<file path="config.mk">
export PLATFORM = sky130hd
export DESIGN_NAME = log_packet_encoder_flat
export DESIGN_NICKNAME = d
export VERILOG_FILES = /design/src/lpe_pkg.sv /design/src/lpe_if.sv /design/src/log_packet_encoder.sv /design/src/lpe_alu.sv /design/src/lpe_apb_regs.sv /design/src/flat_wrapper.sv
export SDC_FILE = /design/constraint.sdc
export NUM_CORES = 1
export LEC_CHECK = 0
export BUFFER_PORTS_ARGS = -buffer_cell sky130_fd_sc_hd__buf_2
export CAP_MARGIN = 20
export CORE_MARGIN = 2
export CORE_UTILIZATION = 45
export DETAILED_ROUTE_END_ITERATION = 16
export GPL_TIMING_DRIVEN = 0
export PLACE_DENSITY = 0.67
export SLEW_MARGIN = 10
export SYNTH_ARGS = -nofsm -noshare
export SYNTH_HDL_FRONTEND = slang
export SYNTH_HIERARCHICAL = 1
export SYNTH_SLANG_ARGS = --single-unit
</file>
<file path="constraint.sdc">
create_clock -name i_clk -period 19.6 [get_ports i_clk]
set_input_delay 0.98 -clock i_clk [delete_from_list [all_inputs] [get_ports i_clk]]
set_output_delay 0.98 -clock i_clk [all_outputs]
set_load 0.1 [all_outputs]
</file>
<file path="src/lpe_pkg.sv">
`default_nettype none
// ----------------------------------------------------------------------------
// lpe_pkg
// Shared types and constants of the log packet encoder.
// ----------------------------------------------------------------------------
package lpe_pkg;

    // ring size default and register reset
    localparam int unsigned BUFFER_BYTES_DEF = 16384;
    localparam logic [15:0] MAX_LINE_RESET   = 16'd1024;

    // register indexes
    localparam logic REG_MAX_LINE = 1'b0;

    // item kinds
    localparam logic ACT_HEADER = 1'b0;
    localparam logic ACT_TEXT   = 1'b1;

    // record phases
    localparam logic [1:0] PH_IDLE = 2'd0;
    localparam logic [1:0] PH_TEXT = 2'd1;
    localparam logic [1:0] PH_SKIP = 2'd2;

    // shared unit operations
    typedef logic t_alu_op;
    localparam t_alu_op ALU_SUB  = 1'b0;
    localparam t_alu_op ALU_SHR6 = 1'b1;

    typedef struct packed {
        t_alu_op     op;
        logic [63:0] a;
        logic [63:0] b;
    } t_alu_req;

    // byte codes
    localparam logic [7:0] BYTE_GROUP = 8'hc0;
    localparam logic [7:0] BYTE_FINAL = 8'h80;
    localparam logic [7:0] BYTE_NEG   = 8'h20;
    localparam logic [7:0] BYTE_FULL  = 8'hff;
    localparam logic [7:0] CHAR_LF    = 8'h0a;
    localparam logic [7:0] CHAR_NUL   = 8'h00;

endpackage

`default_nettype wire

</file>
<file path="src/lpe_if.sv">
`default_nettype none
// ----------------------------------------------------------------------------
// lpe_rec_if / lpe_wr_if
// Valid/ready channels: record items in, ring writes out.
// ----------------------------------------------------------------------------
interface lpe_rec_if;
    logic               valid;
    logic               ready;
    logic               action;
    logic signed [63:0] time_seconds;
    logic        [29:0] nanoseconds;
    logic        [4:0]  log_level;
    logic        [31:0] thread_id;
    logic        [15:0] text_length;
    logic        [7:0]  text_byte;

    modport source (output valid, action, time_seconds, nanoseconds, log_level,
                    thread_id, text_length, text_byte, input ready);
    modport sink   (input valid, action, time_seconds, nanoseconds, log_level,
                    thread_id, text_length, text_byte, output ready);
endinterface

interface lpe_wr_if;
    logic        valid;
    logic        ready;
    logic [13:0] write_address;
    logic [7:0]  write_byte;
    logic        last_of_run;
    logic        record_committed;
    logic        compaction_wanted;

    modport source (output valid, write_address, write_byte, last_of_run,
                    record_committed, compaction_wanted, input ready);
    modport sink   (input valid, write_address, write_byte, last_of_run,
                    record_committed, compaction_wanted, output ready);
endinterface

`default_nettype wire

</file>
<file path="src/log_packet_encoder.sv">
`default_nettype none
// ----------------------------------------------------------------------------
// log_packet_encoder
// Frames log records into (ring address, byte) writes with a header,
// text, checksum and terminator.
// ----------------------------------------------------------------------------
//  port       dir  role
//  i_rec      in   record items: header (action 0) or one text byte
//  o_wr       out  ring writes, one byte per transfer
//  psel...    in   APB register port, max_line_length at address 0
//
//  A header runs S_REL and S_NEG in the shared subtract/shift unit, then S_CHK,
//  then emits one byte per cycle while the output slot is free (up to 11 seconds
//  groups, 5 nanosecond bytes, up to 6 thread groups). Closing emits checksum
//  and terminator; a NUL in text emits a NUL, then the header. i_rec.ready is
//  low while a sequence runs and while the output register holds an untaken
//  transfer. Reset is synchronous; the block is ready right after it.
// ----------------------------------------------------------------------------
module log_packet_encoder #(
    parameter int unsigned BUFFER_BYTES = lpe_pkg::BUFFER_BYTES_DEF
) (
    input  wire         i_clk,
    input  wire         i_rst_n,
    lpe_rec_if.sink     i_rec,
    lpe_wr_if.source    o_wr,
    input  wire         psel,
    input  wire         penable,
    input  wire         pwrite,
    input  wire  [2:0]  paddr,
    input  wire  [31:0] pwdata,
    output logic [31:0] prdata,
    output logic        pready
);

    localparam int unsigned AW = $clog2(BUFFER_BYTES);
    localparam logic [AW-1:0] POS_LAST = AW'(BUFFER_BYTES - 1);

    // sequencer states
    localparam logic [3:0] S_IDLE = 4'd0;
    localparam logic [3:0] S_REL  = 4'd1;
    localparam logic [3:0] S_NEG  = 4'd2;
    localparam logic [3:0] S_CHK  = 4'd3;
    localparam logic [3:0] S_NUL  = 4'd4;
    localparam logic [3:0] S_SEC  = 4'd5;
    localparam logic [3:0] S_NANO = 4'd6;
    localparam logic [3:0] S_TID  = 4'd7;
    localparam logic [3:0] S_CK   = 4'd8;
    localparam logic [3:0] S_END  = 4'd9;

    logic [15:0] max_line;

    lpe_apb_regs u_regs (
        .i_clk             (i_clk),
        .i_rst_n           (i_rst_n),
        .psel              (psel),
        .penable           (penable),
        .pwrite            (pwrite),
        .paddr             (paddr),
        .pwdata            (pwdata),
        .prdata            (prdata),
        .pready            (pready),
        .o_max_line_length (max_line)
    );

    // state
    logic [3:0]    r_state, n_state;
    logic [63:0]   r_total, n_total;
    logic [63:0]   r_pend, n_pend;
    logic [AW-1:0] r_tot_pos, n_tot_pos;
    logic [AW-1:0] r_pos, n_pos;
    logic [63:0]   r_base, n_base;
    logic [63:0]   r_ssec, n_ssec;
    logic [29:0]   r_snano, n_snano;
    logic [4:0]    r_slvl, n_slvl;
    logic [31:0]   r_stid, n_stid;
    logic [7:0]    r_sum, n_sum;
    logic [15:0]   r_rem, n_rem;
    logic [1:0]    r_phase, n_phase;
    logic [63:0]   r_acc, n_acc;
    logic          r_neg, n_neg;
    logic          r_cmp, n_cmp;
    logic          r_nul, n_nul;
    logic [2:0]    r_cnt, n_cnt;

    // output register
    logic          r_ov, n_ov;
    logic [13:0]   r_oaddr, n_oaddr;
    logic [7:0]    r_obyte, n_obyte;
    logic          r_olast, n_olast;
    logic          r_ocom, n_ocom;
    logic          r_ocmp, n_ocmp;

    lpe_pkg::t_alu_req alu_req;
    logic [63:0]       alu_y;

    lpe_alu u_alu (
        .i_req (alu_req),
        .o_y   (alu_y)
    );

    logic        slot_free;
    logic        take;
    logic        e_en;
    logic [7:0]  e_byte;
    logic        e_last;
    logic        e_com;
    logic        e_cmp;
    logic [15:0] len_m1;
    logic [7:0]  ck;

    assign slot_free   = !r_ov || o_wr.ready;
    assign i_rec.ready = (r_state == S_IDLE) && slot_free;
    assign take        = i_rec.valid && i_rec.ready;
    assign len_m1      = i_rec.text_length - 16'd1;
    assign ck          = (~r_sum == 8'd0) ? lpe_pkg::BYTE_FULL : ~r_sum;

    // operand selection for the shared unit
    always_comb begin
        alu_req.op = lpe_pkg::ALU_SHR6;
        alu_req.a  = r_acc;
        alu_req.b  = 64'd0;
        case (r_state)
            S_REL: begin
                alu_req.op = lpe_pkg::ALU_SUB;
                alu_req.a  = r_ssec;
                alu_req.b  = r_base;
            end
            S_NEG: begin
                alu_req.op = lpe_pkg::ALU_SUB;
                alu_req.a  = 64'd0;
                alu_req.b  = r_acc;
            end
            default: begin
                alu_req.op = lpe_pkg::ALU_SHR6;
            end
        endcase
    end

    // sequencer
    always_comb begin
        n_state   = r_state;
        n_total   = r_total;
        n_pend    = r_pend;
        n_tot_pos = r_tot_pos;
        n_pos     = r_pos;
        n_base    = r_base;
        n_ssec    = r_ssec;
        n_snano   = r_snano;
        n_slvl    = r_slvl;
        n_stid    = r_stid;
        n_sum     = r_sum;
        n_rem     = r_rem;
        n_phase   = r_phase;
        n_acc     = r_acc;
        n_neg     = r_neg;
        n_cmp     = r_cmp;
        n_nul     = r_nul;
        n_cnt     = r_cnt;
        e_en      = 1'b0;
        e_byte    = 8'd0;
        e_last    = 1'b0;
        e_com     = 1'b0;
        e_cmp     = r_cmp;

        case (r_state)
            S_IDLE: begin
                if (take) begin
                    n_cmp = 1'b0;
                    e_cmp = 1'b0;
                    n_nul = 1'b0;
                    if (i_rec.action == lpe_pkg::ACT_HEADER) begin
                        // open a record at the committed end
                        n_pend    = r_total;
                        n_pos     = r_tot_pos;
                        n_phase   = lpe_pkg::PH_IDLE;
                        n_rem     = 16'd0;
                        if (i_rec.text_length == 16'd0) begin
                            n_phase = lpe_pkg::PH_IDLE;
                        end else if (len_m1 > max_line) begin
                            n_phase = lpe_pkg::PH_SKIP;
                            n_rem   = i_rec.text_length;
                        end else begin
                            n_ssec  = i_rec.time_seconds;
                            n_snano = i_rec.nanoseconds;
                            n_slvl  = i_rec.log_level;
                            n_stid  = i_rec.thread_id;
                            n_rem   = i_rec.text_length;
                            n_phase = lpe_pkg::PH_TEXT;
                            n_state = S_REL;
                        end
                    end else if (r_phase == lpe_pkg::PH_SKIP) begin
                        // swallow the rest of a dropped record
                        if (r_rem != 16'd0) begin
                            n_rem = r_rem - 16'd1;
                        end
                        if (r_rem <= 16'd1) begin
                            n_phase = lpe_pkg::PH_IDLE;
                        end
                    end else if (r_phase == lpe_pkg::PH_TEXT) begin
                        if (r_rem <= 16'd1) begin
                            n_rem   = 16'd0;
                            n_phase = lpe_pkg::PH_IDLE;
                            n_state = S_CK;
                        end else if (i_rec.text_byte == lpe_pkg::CHAR_LF) begin
                            n_rem   = r_rem - 16'd1;
                            n_phase = lpe_pkg::PH_SKIP;
                            n_state = S_CK;
                        end else if (i_rec.text_byte == lpe_pkg::CHAR_NUL) begin
                            n_rem   = r_rem - 16'd1;
                            n_nul   = 1'b1;
                            n_state = S_REL;
                        end else begin
                            // plain text byte
                            n_rem  = r_rem - 16'd1;
                            n_sum  = r_sum + i_rec.text_byte;
                            e_en   = 1'b1;
                            e_byte = i_rec.text_byte;
                            e_last = 1'b1;
                        end
                    end
                end
            end
            S_REL: begin
                n_acc   = alu_y;
                n_neg   = 1'b0;
                n_state = S_NEG;
            end
            S_NEG: begin
                if (r_acc[63]) begin
                    n_acc = alu_y;
                    n_neg = 1'b1;
                end
                n_state = S_CHK;
            end
            S_CHK: begin
                // rebase or flag when seconds are out of reach
                if (|r_acc[63:23]) begin
                    if (r_nul ? (&r_pend) : (r_pend == 64'd0)) begin
                        n_base = r_ssec;
                        n_acc  = 64'd0;
                        n_neg  = 1'b0;
                    end else begin
                        n_cmp = 1'b1;
                    end
                end
                n_state = r_nul ? S_NUL : S_SEC;
            end
            S_NUL: begin
                if (slot_free) begin
                    e_en    = 1'b1;
                    e_byte  = lpe_pkg::CHAR_NUL;
                    n_state = S_SEC;
                end
            end
            S_SEC: begin
                if (slot_free) begin
                    e_en = 1'b1;
                    if (|r_acc[63:5]) begin
                        e_byte = lpe_pkg::BYTE_GROUP | {2'b00, r_acc[5:0]};
                        n_acc  = alu_y;
                    end else begin
                        e_byte = lpe_pkg::BYTE_FINAL | (r_neg ? lpe_pkg::BYTE_NEG : 8'd0)
                                 | {3'b000, r_acc[4:0]};
                        n_cnt   = 3'd0;
                        n_state = S_NANO;
                    end
                end
            end
            S_NANO: begin
                if (slot_free) begin
                    e_en = 1'b1;
                    case (r_cnt)
                        3'd0:    e_byte = lpe_pkg::BYTE_FINAL | {1'b0, r_snano[6:0]};
                        3'd1:    e_byte = lpe_pkg::BYTE_FINAL | {1'b0, r_snano[13:7]};
                        3'd2:    e_byte = lpe_pkg::BYTE_FINAL | {1'b0, r_snano[20:14]};
                        3'd3:    e_byte = lpe_pkg::BYTE_FINAL | {1'b0, r_snano[27:21]};
                        default: e_byte = lpe_pkg::BYTE_FINAL
                                          | {1'b0, r_slvl, r_snano[29:28]};
                    endcase
                    n_cnt = r_cnt + 3'd1;
                    if (r_cnt == 3'd4) begin
                        n_acc   = {32'd0, r_stid};
                        n_state = S_TID;
                    end
                end
            end
            S_TID: begin
                if (slot_free) begin
                    e_en = 1'b1;
                    if (|r_acc[31:6]) begin
                        e_byte = lpe_pkg::BYTE_GROUP | {2'b00, r_acc[5:0]};
                        n_acc  = alu_y;
                    end else begin
                        e_byte  = lpe_pkg::BYTE_FINAL | {2'b00, r_acc[5:0]};
                        e_last  = 1'b1;
                        n_sum   = 8'd0;
                        n_state = S_IDLE;
                    end
                end
            end
            S_CK: begin
                if (slot_free) begin
                    e_en    = 1'b1;
                    e_byte  = ck;
                    n_state = S_END;
                end
            end
            S_END: begin
                if (slot_free) begin
                    e_en      = 1'b1;
                    e_byte    = lpe_pkg::CHAR_NUL;
                    e_last    = 1'b1;
                    e_com     = 1'b1;
                    n_total   = r_pend + 64'd1;
                    n_tot_pos = (r_pos == POS_LAST) ? '0 : r_pos + AW'(1);
                    n_state   = S_IDLE;
                end
            end
            default: begin
                n_state = S_IDLE;
            end
        endcase

        // load the output register and advance the write position
        n_ov    = r_ov && !o_wr.ready;
        n_oaddr = r_oaddr;
        n_obyte = r_obyte;
        n_olast = r_olast;
        n_ocom  = r_ocom;
        n_ocmp  = r_ocmp;
        if (e_en) begin
            n_ov    = 1'b1;
            n_oaddr = 14'(r_pos);
            n_obyte = e_byte;
            n_olast = e_last;
            n_ocom  = e_com;
            n_ocmp  = e_cmp;
            n_pend  = r_pend + 64'd1;
            n_pos   = (r_pos == POS_LAST) ? '0 : r_pos + AW'(1);
        end
    end

    // control registers
    always_ff @(posedge i_clk) begin
        if (!i_rst_n) begin
            r_state   <= S_IDLE;
            r_total   <= 64'd0;
            r_pend    <= 64'd0;
            r_tot_pos <= '0;
            r_pos     <= '0;
            r_base    <= 64'd0;
            r_ssec    <= 64'd0;
            r_snano   <= 30'd0;
            r_slvl    <= 5'd0;
            r_stid    <= 32'd0;
            r_sum     <= 8'd0;
            r_rem     <= 16'd0;
            r_phase   <= lpe_pkg::PH_IDLE;
            r_cmp     <= 1'b0;
            r_nul     <= 1'b0;
            r_cnt     <= 3'd0;
            r_ov      <= 1'b0;
        end else begin
            r_state   <= n_state;
            r_total   <= n_total;
            r_pend    <= n_pend;
            r_tot_pos <= n_tot_pos;
            r_pos     <= n_pos;
            r_base    <= n_base;
            r_ssec    <= n_ssec;
            r_snano   <= n_snano;
            r_slvl    <= n_slvl;
            r_stid    <= n_stid;
            r_sum     <= n_sum;
            r_rem     <= n_rem;
            r_phase   <= n_phase;
            r_cmp     <= n_cmp;
            r_nul     <= n_nul;
            r_cnt     <= n_cnt;
            r_ov      <= n_ov;
        end
    end

    // working and payload registers
    always_ff @(posedge i_clk) begin
        r_acc   <= n_acc;
        r_neg   <= n_neg;
        r_oaddr <= n_oaddr;
        r_obyte <= n_obyte;
        r_olast <= n_olast;
        r_ocom  <= n_ocom;
        r_ocmp  <= n_ocmp;
    end

    assign o_wr.valid             = r_ov;
    assign o_wr.write_address     = r_oaddr;
    assign o_wr.write_byte        = r_obyte;
    assign o_wr.last_of_run       = r_olast;
    assign o_wr.record_committed  = r_ocom;
    assign o_wr.compaction_wanted = r_ocmp;

endmodule

`default_nettype wire

</file>
<file path="src/lpe_alu.sv">
`default_nettype none
// ----------------------------------------------------------------------------
// lpe_alu
// Shared 64-bit subtract / shift-by-six unit of the header sequencer.
// ----------------------------------------------------------------------------
module lpe_alu (
    input  wire lpe_pkg::t_alu_req i_req,
    output logic [63:0]            o_y
);

    // one subtractor and one fixed shift, selected by the operation
    always_comb begin
        case (i_req.op)
            lpe_pkg::ALU_SUB:  o_y = i_req.a - i_req.b;
            lpe_pkg::ALU_SHR6: o_y = i_req.a >> 6;
            default:           o_y = i_req.a;
        endcase
    end

endmodule

`default_nettype wire

</file>
<file path="src/lpe_apb_regs.sv">
`default_nettype none
// ----------------------------------------------------------------------------
// lpe_apb_regs
// APB register file: the maximum line length register.
// ----------------------------------------------------------------------------
module lpe_apb_regs (
    input  wire         i_clk,
    input  wire         i_rst_n,
    input  wire         psel,
    input  wire         penable,
    input  wire         pwrite,
    input  wire  [2:0]  paddr,
    input  wire  [31:0] pwdata,
    output logic [31:0] prdata,
    output logic        pready,
    output logic [15:0] o_max_line_length
);

    logic [15:0] r_max_line;
    logic [15:0] n_max_line;
    logic        hit;

    assign pready = 1'b1;
    assign hit    = (paddr[2] == lpe_pkg::REG_MAX_LINE);

    // take a write in the access phase
    always_comb begin
        n_max_line = r_max_line;
        if (psel && penable && pwrite && hit) begin
            n_max_line = pwdata[15:0];
        end
    end

    always_ff @(posedge i_clk) begin
        if (!i_rst_n) begin
            r_max_line <= lpe_pkg::MAX_LINE_RESET;
        end else begin
            r_max_line <= n_max_line;
        end
    end

    // read back
    assign prdata            = hit ? {16'd0, r_max_line} : 32'd0;
    assign o_max_line_length = r_max_line;

endmodule

`default_nettype wire

</file>
<file path="src/flat_wrapper.sv">
// flat-port wrapper written by rule: the top's interface ports become plain ports
module log_packet_encoder_flat 
#(
    parameter int unsigned BUFFER_BYTES = lpe_pkg::BUFFER_BYTES_DEF
)
  (i_clk, i_rst_n, psel, penable, pwrite, paddr, pwdata, prdata, pready, i_rec_valid, i_rec_action, i_rec_time_seconds, i_rec_nanoseconds, i_rec_log_level, i_rec_thread_id, i_rec_text_length, i_rec_text_byte, i_rec_ready, o_wr_valid, o_wr_write_address, o_wr_write_byte, o_wr_last_of_run, o_wr_record_committed, o_wr_compaction_wanted, o_wr_ready);
  lpe_rec_if i_rec_i ();
  lpe_wr_if o_wr_i ();
  input  wire i_clk;
  input  wire i_rst_n;
  input  wire psel;
  input  wire penable;
  input  wire pwrite;
  input  wire  [2:0] paddr;
  input  wire  [31:0] pwdata;
  output logic [31:0] prdata;
  output logic pready;
  input wire logic [$bits(i_rec_i.valid)-1:0] i_rec_valid;
  input wire logic [$bits(i_rec_i.action)-1:0] i_rec_action;
  input wire logic [$bits(i_rec_i.time_seconds)-1:0] i_rec_time_seconds;
  input wire logic [$bits(i_rec_i.nanoseconds)-1:0] i_rec_nanoseconds;
  input wire logic [$bits(i_rec_i.log_level)-1:0] i_rec_log_level;
  input wire logic [$bits(i_rec_i.thread_id)-1:0] i_rec_thread_id;
  input wire logic [$bits(i_rec_i.text_length)-1:0] i_rec_text_length;
  input wire logic [$bits(i_rec_i.text_byte)-1:0] i_rec_text_byte;
  output wire logic [$bits(i_rec_i.ready)-1:0] i_rec_ready;
  output wire logic [$bits(o_wr_i.valid)-1:0] o_wr_valid;
  output wire logic [$bits(o_wr_i.write_address)-1:0] o_wr_write_address;
  output wire logic [$bits(o_wr_i.write_byte)-1:0] o_wr_write_byte;
  output wire logic [$bits(o_wr_i.last_of_run)-1:0] o_wr_last_of_run;
  output wire logic [$bits(o_wr_i.record_committed)-1:0] o_wr_record_committed;
  output wire logic [$bits(o_wr_i.compaction_wanted)-1:0] o_wr_compaction_wanted;
  input wire logic [$bits(o_wr_i.ready)-1:0] o_wr_ready;
  assign i_rec_i.valid = i_rec_valid;
  assign i_rec_i.action = i_rec_action;
  assign i_rec_i.time_seconds = i_rec_time_seconds;
  assign i_rec_i.nanoseconds = i_rec_nanoseconds;
  assign i_rec_i.log_level = i_rec_log_level;
  assign i_rec_i.thread_id = i_rec_thread_id;
  assign i_rec_i.text_length = i_rec_text_length;
  assign i_rec_i.text_byte = i_rec_text_byte;
  assign i_rec_ready = i_rec_i.ready;
  assign o_wr_valid = o_wr_i.valid;
  assign o_wr_write_address = o_wr_i.write_address;
  assign o_wr_write_byte = o_wr_i.write_byte;
  assign o_wr_last_of_run = o_wr_i.last_of_run;
  assign o_wr_record_committed = o_wr_i.record_committed;
  assign o_wr_compaction_wanted = o_wr_i.compaction_wanted;
  assign o_wr_i.ready = o_wr_ready;
  log_packet_encoder #(.BUFFER_BYTES(BUFFER_BYTES)) u_core (.i_clk(i_clk), .i_rst_n(i_rst_n), .i_rec(i_rec_i), .o_wr(o_wr_i), .psel(psel), .penable(penable), .pwrite(pwrite), .paddr(paddr), .pwdata(pwdata), .prdata(prdata), .pready(pready));
endmodule
</file>
==> metrics.txt <==
layout overhead on the synthesized area=15.2%; LEAKAGE=11.8 nW; startpoint types=input port; first-pass GRT wire length=around 150000 um; Tcrit/Tclk final=approximately 33%; Initial Util=around 46%; vias per inst=~5.8; CP max FO=10; Post-synth top cells=633 x nand2_1, 403 x dfxtp_1, 372 x a21oi_1, 212 x o21ai_0, 201 x nor2_1; fin area=roughly 32000 um2; mux contribution to synthesized area=less than 1%; Synth Area in Adders=4.46%; grt ovf=0; Worst Path Required=around 20000 ps; Rel. slew slack=about a fifth; Placed Instances=about 4600; Rows=91; FF+latch count, synth=493; Clk pin slew, worst setup/hold paths=60 ps; Max Cap Viol=0; Post-Synth Simple-Gate Area=between 20% and 30%; Clock Sinks=roughly 490; drt initial violations=about 3000; post-synth cell types=96; final-report hold violation count=0; Worst-Margin Slew=1200 ps; Synth Area in XOR/XNOR=between 4 and 5%; ys async rst share=0%; worst vdd ir=92.1 uV; ys flop type=dfxtp_1; cell taking the most area after synthesis=dfxtp_1; cts bufs inserted=54; pre-CTS WS=12740 ps; Final Wtd Congestion=between 0.9 and 1; DIE HEIGHT=~250 um; Pre-antenna DRT Iters=9; share of cells above drive strength 1=approximately 12%; sequential element share of the synthesized area=between 30% and 40%; io pins=between 200 and 300; Worst Setup Path Type=input port to flip-flop; Mapped Area=between 20000 and 30000 um2; vias in the first global route=approximately 25000; final cell count without fillers=around 4700; syn avg cell area=8.02 um2; Routed Wire Length=approximately 97000 um; Synth area leaders=dfxtp_1 29%, edfxtp_1 9.6%, nand2_1 8.5%; Syn Inst Count=about 3500; core box area=around 62000 um2; RSZ-0062 raised after global routing=no; setup TNS=0 ps; drt drc=0; min Tclk post-route=6500 ps; max-slew violations=0; setup ws final=13100 ps; port bufs=222; fmax=roughly 0.15 GHz; CP Capture Type=flip-flop; nets@finish=4102; TritonCTS clock tree=done; CTS max path bufs=3; Die ar.=around 64000 um2; largest net degree at the start of global routing=24; Placed Instance Area=between 30000 and 40000 um2; Synthesis Warnings=6; CTS Hold Bufs=0; Synth top area share=about 29%; run status=finished clean; CTS root buffer=clkbuf_16; initial antenna violation count=1; final setup vio count=0; die width=around 250 um; Total GRT Usage=between 20% and 30%; filler cell count=6036; antenna viol nets, final=0; post_cts resized=0; H-tree depth=2; Post-CTS Setup Repair Bufs=0; Clock Skew=approximately 30 ps; synthesized-area fraction occupied by ao, oa, aoi and oai cells=between 20% and 30%; HPWL Detailed=71600 um; Post-synth EDFFs=90; via count=approximately 27000; WL/cell=~21 um; count leader, synth=nand2_1; Hold Path Class=flip-flop to flip-flop; Power Density=178 nW/um2; Skew-Pair Late Insertion Delay=just over 600 ps; Arr. time, crit path=about 7000 ps; main combinational cell family by area after synthesis=compound AO/OA/AOI/OAI gates; area of the multi-input gates=15700 um2; Seq. cell area=10800 um2
## critical path: stages
cell and delay [ps]:
buf_2 140, inv_1 60, ha_1 170, or3b_2 500, nor4b_1 740, nand2_1 150, xnor2_1 200, ha_1 290
a21oi_1 160, nand2_1 70, a221o_1 340, nor3_1 240, nor2_1 140, nor3_1 670, buf_2 290, clkbuf_1 690
clkbuf_1 770, nand2_1 240, a21oi_1 190
## cell families (layout without fill, tap and decap cells)
kind of cell,after synthesis,after routing
AO/OA/AOI/OAI,1090,1090
XOR/XNOR,148,148
adder cells (fa/ha/maj),99,99
buffers and inverters,392,725
flip-flops,493,493
multiplexers,20,20
other,2,19
AND/OR/NAND/NOR,1258,1258
## placed cells by master, fill, tap and decap left out, types with 14 or more instances in the layout
cell type and instances:
conb_1 17, and3_1 33, a21oi_2 36, nand3_1 54, clkbuf_1 198, a31oi_1 20
nor2b_1 28, a21o_1 41, buf_2 247, mux2i_1 16, inv_1 123, o21bai_1 19
dfxtp_1 403, and2_1 50, xnor2_1 82, a22oi_1 39, nand4_1 38, nor2_1 201
nor4_1 48, a211oi_1 32, o21ai_0 212, nand2_1 633, o22ai_1 14, nand2_2 20
a21oi_1 372, buf_1 21, buf_4 28, clkbuf_16 64, a221oi_1 32, edfxtp_1 90
a22o_1 160, nor3_1 68, nand2b_1 18, xor2_1 66, ha_1 97
## report_power, final
| part | switching [mW] | internal (mW) |
|---|---|---|
| Sequential | 0.116 | 1.27 |
| Clock | 0.441 | 0.664 |
| Combinational | 2.09 | 1.17 |
| Total | 2.65 | 3.10 |
## metal layers
layer,global-route usage [%],vias to the layer above,wire length [um]
li1,-,13100,-
met1,41.3,13000,42600
met2,44.2,1176,41700
met3,5.14,178,8680
met4,10.7,0,3640
met5,0,-,0
## final cells by class
| type | instances | area share (%) |
|---|---|---|
| sequential | 493 | 33.3 |
| clock inverter | 20 | 0.642 |
| tap | 837 | 3.24 |
| buffer | 267 | 3.72 |
| clock buffer | 81 | 5.36 |
| antenna | 2 | 0.0155 |
| timing repair buffer | 232 | 3.75 |
| inverter | 125 | 1.45 |
| multi-input combinational | 2632 | 48.5 |
## final timing paths
check | slack, ps | cells past startpoint | startpoint | to
setup / recovery | 13100 | 19 | i_rec_text_length[0] | u_core/r_stid[1]$_SDFFE_PN0P_
hold / removal | 440 | 0 | u_core/r_pos[9]$_SDFFE_PN0P_ | u_core/o_wr.write_address[9]$_DFFE_PP_
setup reg to reg | 13210 | 20 | u_core/r_state[2]$_SDFFE_PN0P_ | u_core/r_acc[62]$_DFFE_PP_
hold reg to reg | 440 | 0 | u_core/r_pos[9]$_SDFFE_PN0P_ | u_core/o_wr.write_address[9]$_DFFE_PP_
## sequential cells by signal, indices dropped and copies added (netlist names), 14 cells and up
signal	flops
u_core/r_acc	64
u_core/r_base	64
u_core/r_pend	64
u_core/r_ssec	64
u_core/r_total	64
u_core/r_stid	32
u_core/r_snano	30
u_core/r_rem	16
u_core/u_regs/o_max_line_length	16
u_core/o_wr.write_address	14
u_core/r_pos	14
u_core/r_tot_pos	14
## through the flow
step	hold slack [ps]	utilization, %	power [mW]
after floorplan	406	-	3.71
after global placement	414	49.1	4.55
after detailed placement	416	49.3	4.55
after CTS	440	52.4	5.68
after global routing	445	52.4	6.08
final	439	52.4	5.75
(Power assumes the default switching activity.)
